File: src/iks_pkg.sv
// Shared types for the integer key sorter
package iks_pkg;

	typedef logic signed [31:0] key_t;

	typedef struct packed {
		logic ins;   // insert the broadcast key this cycle
		logic shl;   // shift the chain one place towards cell 0
	} ctrl_t;

endpackage

File: src/iks_cell.sv
// One cell of the insertion chain: holds one key and its valid bit
module iks_cell (
	input  logic          clk,
	input  logic          arst_n,
	input  iks_pkg::ctrl_t ctrl,
	input  iks_pkg::key_t  new_key,
	input  iks_pkg::key_t  left_key,
	input  logic          left_valid,
	input  logic          left_gt,
	input  iks_pkg::key_t  right_key,
	input  logic          right_valid,
	output iks_pkg::key_t  cell_key,
	output logic          cell_valid,
	output logic          cell_gt
);
	import iks_pkg::*;

	key_t key_q;
	logic valid_q;

	// empty cells count as greater than any key; equal keys stay ahead
	assign cell_gt    = !valid_q || (key_q > new_key);
	assign cell_key   = key_q;
	assign cell_valid = valid_q;

	always_ff @(posedge clk or negedge arst_n) begin
		if (!arst_n) begin
			valid_q <= 1'b0;
		end else if (ctrl.shl) begin
			valid_q <= right_valid;
		end else if (ctrl.ins && cell_gt) begin
			valid_q <= left_gt ? left_valid : 1'b1;
		end
	end

	always_ff @(posedge clk) begin
		if (ctrl.shl) begin
			key_q <= right_key;
		end else if (ctrl.ins && cell_gt) begin
			key_q <= left_gt ? left_key : new_key;
		end
	end

endmodule

File: config.mk
export PLATFORM = sky130hd
export DESIGN_NAME = iks_cell
export DESIGN_NICKNAME = d
export VERILOG_FILES = /design/src/iks_pkg.sv /design/src/iks_cell.sv
export SDC_FILE = /design/constraint.sdc
export NUM_CORES = 1
export LEC_CHECK = 0
export BUFFER_PORTS_ARGS = -buffer_cell sky130_fd_sc_hd__clkbuf_2
export CAP_MARGIN = 30
export CORE_AREA = 8 8 70 117
export DETAILED_ROUTE_END_ITERATION = 12
export DIE_AREA = 0 0 78 125
export HOLD_SLACK_MARGIN = 0.02
export PLACE_DENSITY_LB_ADDON = 0.2
export SYNTH_ARGS = -nofsm -noshare
export SYNTH_HDL_FRONTEND = slang
export SYNTH_SLANG_ARGS = --single-unit
File: constraint.sdc
create_clock -name clk -period 2.4 [get_ports clk]
set_input_delay 0.48 -clock clk [delete_from_list [all_inputs] [get_ports clk]]
set_output_delay 0.48 -clock clk [all_outputs]
set_load 0.1 [all_outputs]
==> results of run 1 <==
## power groups by stage
stage               sequential (mW)  combinational, mW  clock (mW)
finish                        0.766               1.20       0.611
global route                  0.774               1.28       0.643
global placement              0.772               1.10           0
detailed placement            0.773               1.11           0
floorplan                      1.23              0.302           0
CTS                           0.763               1.14       0.627
## metrics by stage
stage          instances  setup WS, ns  util, %  hold WS [ns]
4_1_cts              526        -0.502     58.7         0.469
6_report             534        -0.514     61.4         0.472
2_1_floorplan        265        -0.533        -         0.184
3_5_place_dp         515        -0.449     55.3         0.261
3_3_place_gp         515        -0.364     55.3         0.255
5_1_grt              534        -0.595     61.4         0.484
## sequential cells by signal, indices dropped and copies added, names as in the netlist
signal,cells
cell_key,32
cell_valid,1
## tightest hold or removal path, stage by stage
cell      delay, ns
clkbuf_2       0.07
nand2_1        0.04
o21ai_0        0.05
## how the worst min path moves through the flow
| stage | to | from | depth (start not counted) | slack (ns) |
|---|---|---|---|---|
| floorplan | cell_valid | arst_n | 0 | 0.18 |
| finish | cell_key[29] | right_key[29] | 3 | 0.47 |
| CTS | cell_key[5] | right_key[5] | 3 | 0.47 |
| global placement | cell_valid | arst_n | 1 | 0.26 |
| global route | cell_key[5] | right_key[5] | 3 | 0.48 |
| detailed placement | cell_valid | arst_n | 1 | 0.26 |
## what timing repair did
item	CTS	global route
gates cloned	2	1
setup buffers	1	8
gates resized for setup	8	21
setup endpoints to repair	33	33
hold endpoints to repair	1	0
pin swaps	5	13
hold buffers	1	0
## final cells by class
cell class                      instances  share of cell area, %
Timing Repair Buffer                  186                   26.3
Sequential cell                        33                   23.9
Multi-Input combinational cell        192                   41.0
Inverter                               32                   2.92
Tap cell                               84                   2.55
Clock inverter                          1                 0.0911
Clock buffer                            6                   3.13
## per-layer routing
| layer | share of wire (%) | global-route usage [%] | vias to the layer above |
|---|---|---|---|
| li1 | - | - | 1333 |
| met1 | 34 | 15.3 | 1234 |
| met2 | 57 | 31.0 | 85 |
| met3 | 7.1 | 5.74 | 10 |
| met4 | 2.0 | 6.81 | 0 |
| met5 | 0 | 0 | - |
## kinds of logic (layout without fill, tap and decap cells)
group           after synthesis  after routing  share of synthesized area [%]
simple gates                 61             61                           11.6
compound gates               64             67                           14.3
buf+inv                      43            225                           6.54
fa+ha+maj                    32             32                           15.8
mux                          32             32                           12.7
flops                        33             33                           39.0
## placed cells by master (no fill, tap or decap), types with 2 or more instances in the layout
cell	netlist	layout
clkbuf_2	0	135
buf_4	0	46
nand2_1	38	37
o21ai_0	35	33
inv_1	32	32
mux2i_1	32	32
edfxtp_1	32	32
ha_1	32	19
a21oi_1	16	13
ha_4	0	13
nand4_1	7	7
clkbuf_16	0	5
nand3_1	4	4
a31o_4	0	4
a21oi_2	0	3
a21o_1	3	3
buf_6	0	3
nor2_1	2	2
o21ai_2	0	2
nor3_2	1	2
a211oi_2	1	2
o211ai_1	2	2
==> results.py, run 1 <==
metrics = {
    "critical_path": {
        "slowest_stage": "edfxtp_1",
        "reg2reg_from": "cell_key[22]",
        "reg2reg_depth": 8,
        "cpPeakStageDelay_ns": 0.39,
        "required_ns": 1.92,
        "crit_end": "cell_gt",
        "cp_top_family": "compound AO/OA/AOI/OAI gates",
        "cp-end-kind": "output pin",
        "worstPathCellList": "ha_1 -> nand4_1 -> nor3_2 -> a221o_1 -> a211oi_2 -> a31oi_2 -> nand2b_4 -> buf_12",
        "path_buf_inv": 1,
        "arrival_ns": 2.43,
        "path_class": "flip-flop to output pin",
        "rrSetupSlack_ns": -0.13,
        "crit_start": "cell_key[22]",
        "cp_max_fo": 3,
        "cp-start-kind": "flip-flop",
        "worst-path-stages": 8,
        "r2r_end": "cell_key[18]",
    },
    "power_and_ir_drop": {
        "internal-power_mw": 1.49,
        "pwr-share-comb_pct": 46.5,
        "seq_power_share_pct": 29.8,
        "switching_share_pct": 42.1,
        "p_clk_share_pct": 23.8,
        "p_switching_mw": 1.08,
        "p_per_area_nw_per_um2": 625,
        "p_leak_nw": 2.10,
        "max-vdd-ir-drop_v": 0.000550,
        "power_mw": 2.57,
    },
    "finish": {
        "seqCellArea_um2": 986,
        "drive_gt1_share_pct": 50.0,
        "multi_input_comb_area_um2": 1690,
        "fin_nets": 585,
        "areaGrowthSynthToFinish_pct": 63.1,
        "n_antenna_cell": 0,
        "nFillCells": 606,
        "fin_area_um2": 4120,
    },
    "global_routing": {
        "antenna_found_initial": 0,
        "grt_max_degree": 44,
        "grt_pass1_vias": 2878,
        "grt_pass1_wl_um": 13100,
        "overflow": 0,
        "grt_usage_pct": 16.5,
    },
    "synth": {
        "synth_edf_count": 32,
        "ys.flop_type": "edfxtp_1",
        "yosysSeqAreaShare_pct": 39.0,
        "synth_seq_cells": 33,
        "syn-num-nets": 400,
        "yosysMostFrequentCell": "nand2_1",
        "yosysUniqueCellTypes": 30,
        "yosysTopAreaCellShare_pct": 38.0,
        "synthCells": 265,
        "synthesis.area_um2": 2530,
        "yosysTopAreaCell": "edfxtp_1",
        "avgSynthCellArea_um2": 9.53,
        "synth_commonest_cells": "38 x nand2_1, 35 x o21ai_0",
        "yosysWarnings": 0,
        "synth_area_leaders": "edfxtp_1 38%, ha_1 16%, mux2i_1 13%",
        "async_flop_share_pct": 3.03,
    },
    "clocking": {
        "clkSlewWorstSetupHoldPaths_ns": 0.06,
        "cts-root-buf": "clkbuf_16",
        "clock_latency_ns": 0.28,
        "numCtsBuffers": 5,
        "h-tree-depth": 2,
        "clock_sinks": 33,
        "clk_path_buf_depth": 2,
        "cts_tree": "done",
    },
    "sta": {
        "fmax_mhz": 343,
        "period_share_pct": 121,
        "slew_headroom_pct": 60.5,
        "period_needed_ns": 2.91,
        "setup-tns-final_ns": -3.81,
        "skew_ns": 0.00833,
        "drv_slew": 0,
        "setup_slack_ns": -0.514,
        "setup_viol": 33,
        "grt_setup_unrepaired": "true",
        "tightest_slew_ns": 0.592,
        "hold_violations": 0,
    },
    "outcome": {
        "status": "finished with violations",
        "violations": "negative setup slack",
    },
    "floorplan": {
        "row_count": 40,
        "die_w_um": 78,
        "coreArea_um2": 6710,
        "start_util_pct": 37.7,
        "dieHeight_um": 125,
        "ios": 137,
        "dieArea_um2": 9750,
    },
    "route": {
        "drtPass1Iterations": 4,
        "num_vias": 2662,
        "wl_per_cell_um": 15.5,
        "routed_wl_um": 8280,
        "via_per_inst": 4.99,
        "ant_nets": 0,
        "drt-initial-drc-count": 76,
        "drc_errors": 0,
    },
    "hold_path": {
        "min_path_type": "input pin to flip-flop",
    },
    "placement": {
        "gp_congestion": 0.758,
        "port-buffer-count": 136,
        "place_area_um2": 3710,
        "post-dp-hpwl_um": 6360,
    },
    "run": {
        "cap_viol_max_count": 0,
    },
}
Power figures use the tool's default switching activity.
==> run 2, diff against run 1 <==
==> constraint.sdc (replaced) <==
create_clock -name clk -period 2.56 [get_ports clk]
set_input_delay 0.512 -clock clk [delete_from_list [all_inputs] [get_ports clk]]
set_output_delay 0.512 -clock clk [all_outputs]
set_load 0.1 [all_outputs]
==> run 2 against run 1 <==
Via count shrank 7.6%. Clock skew shrank 0.0044 ns. The flow still finishes with violations (negative setup slack). Flip-flop and latch count is the same. Register-to-register slack gained 0.30 ns.
==> results.py, run 2 (synthesis results as in run 1) <==
metrics = {
    "floorplan": {
        "row_count": 40,
        "start_util_pct": 37.7,
        "dieHeight_um": 125,
        "coreArea_um2": 6710,
        "ios": 137,
        "dieArea_um2": 9750,
        "die_w_um": 78,
    },
    "sta": {
        "hold_violations": 0,
        "setup_slack_ns": -0.273,
        "setup-tns-final_ns": -0.273,
        "grt_setup_unrepaired": "true",
        "fmax_mhz": 353,
        "drv_slew": 0,
        "skew_ns": 0.00390,
        "period_needed_ns": 2.83,
        "period_share_pct": 111,
        "whs_ns": 0.514,
        "tightest_slew_ns": 0.563,
        "setup_viol": 1,
        "slew_headroom_pct": 62.7,
    },
    "clocking": {
        "cts_tree": "done",
        "numCtsBuffers": 5,
        "clock_latency_ns": 0.27,
        "h-tree-depth": 2,
        "clkSlewWorstSetupHoldPaths_ns": 0.05,
        "clock_sinks": 33,
        "clk_path_buf_depth": 2,
        "cts-root-buf": "clkbuf_16",
    },
    "route": {
        "drt-initial-drc-count": 65,
        "routed_wl_um": 7780,
        "wl_per_cell_um": 15.3,
        "num_vias": 2461,
        "ant_nets": 0,
        "drc_errors": 0,
        "drtPass1Iterations": 6,
        "via_per_inst": 4.83,
    },
    "global_routing": {
        "antenna_found_initial": 0,
        "grt_pass1_vias": 2751,
        "grt_max_degree": 44,
        "grt_usage_pct": 15.6,
        "grt_pass1_wl_um": 12500,
        "overflow": 0,
    },
    "power_and_ir_drop": {
        "max-vdd-ir-drop_v": 0.000348,
        "p_per_area_nw_per_um2": 599,
        "p_leak_nw": 1.95,
    },
    "outcome": {
        "violations": "negative setup slack",
        "status": "finished with violations",
    },
    "critical_path": {
        "cp-start-kind": "flip-flop",
        "path_class": "flip-flop to output pin",
        "cp_top_family": "compound AO/OA/AOI/OAI gates",
        "cpPeakStageDelay_ns": 0.43,
        "cp-end-kind": "output pin",
        "cp_max_fo": 3,
        "worstPathCellList": "ha_4 -> a21oi_2 -> o21ai_2 -> a221o_1 -> a211oi_2 -> a31oi_2 -> nand2b_4 -> buf_12",
        "arrival_ns": 2.32,
        "required_ns": 2.05,
        "slowest_stage": "edfxtp_1",
        "path_buf_inv": 1,
    },
    "finish": {
        "largest_reg_flops": 32,
        "drive_gt1_share_pct": 46.4,
        "fin_nets": 559,
        "final_cell_mix": "135 x clkbuf_2, 38 x nand2_1, 33 x o21ai_0",
        "n_antenna_cell": 0,
        "final_common_cell": "clkbuf_2",
        "areaGrowthSynthToFinish_pct": 52.7,
        "fin_util_pct": 57.5,
    },
    "run": {
        "cap_viol_max_count": 0,
    },
    "placement": {
        "port-buffer-count": 136,
        "post-dp-hpwl_um": 6360,
        "gp_congestion": 0.742,
    },
    "hold_path": {
        "min_path_type": "input pin to flip-flop",
    },
}
==> run 2: cell count changes in the layout (fill, tap and decap cells not counted), moves of 2 or more <==
cell      before  now
a31o_4         4    2
buf_4         46   25
buf_6          3    0
clkinv_2       0    2
==> run 2: cell type report <==
class | count | area (µm²)
Fill cell | 621 | 2850
Multi-Input combinational cell | 190 | 1620
Clock inverter | 2 | 10.0
Timing Repair Buffer | 162 | 893
Tap cell | 84 | 105
Sequential cell | 33 | 986
Inverter | 32 | 120
Clock buffer | 6 | 129
==> run 2: path summary, 6_finish.rpt <==
path                            slack (ns)  depth (start not counted)          from      endpoint
max in group asynchronous             1.92                          2        arst_n    cell_valid
worst min-delay path                  0.51                          3   right_valid    cell_valid
worst min register to register        0.80                          4    cell_valid    cell_valid
worst max register to register        0.17                          8   cell_key[7]  cell_key[10]
min in group asynchronous             0.56                          2        arst_n    cell_valid
worst max-delay path                 -0.27                          8  cell_key[19]       cell_gt
==> run 2: report_power, final <==
group / switching [mW] / internal [mW] / leakage, nW
Clock: 0.216 / 0.357 / 0.0706
Combinational: 0.713 / 0.307 / 1.54
Sequential: 0.0466 / 0.673 / 0.341
Total: 0.975 / 1.34 / 1.95
==> run 2: timing repair <==
| action | 4_1_cts | 5_1_grt |
|---|---|---|
| hold endpoints to repair | 1 | 0 |
| setup buffers | 0 | 2 |
| endpoints found under the setup margin | 1 | 33 |
| resized for setup | 1 | 16 |
| hold buffers | 1 | 0 |
| pin swaps | 3 | 11 |
| gates cloned | 0 | 1 |
==> run 2: layer usage <==
metal | share of wire [%] | track usage (%)
met1 | 35 | 14.6
met2 | 57 | 30.8
met3 | 6.9 | 4.88
met4 | 1.0 | 3.95
met5 | 0 | 0
==> run 2: worst min-delay path: stages <==
cell and delay [ns]:
clkbuf_2 0.08, a21oi_1 0.05, a21oi_1 0.11
==> run 2: through the flow <==
stage / setup WS [ns] / area, µm² / cells / power (mW)
after CTS: -0.328 / 3720 / 506 / 2.30
after global placement: -0.268 / 3570 / 497 / 1.71
after floorplan: -0.405 / 2640 / 265 / 1.44
after global routing: -0.337 / 3860 / 509 / 2.43
after detailed placement: -0.291 / 3570 / 497 / 1.72
final: -0.273 / 3860 / 509 / 2.31
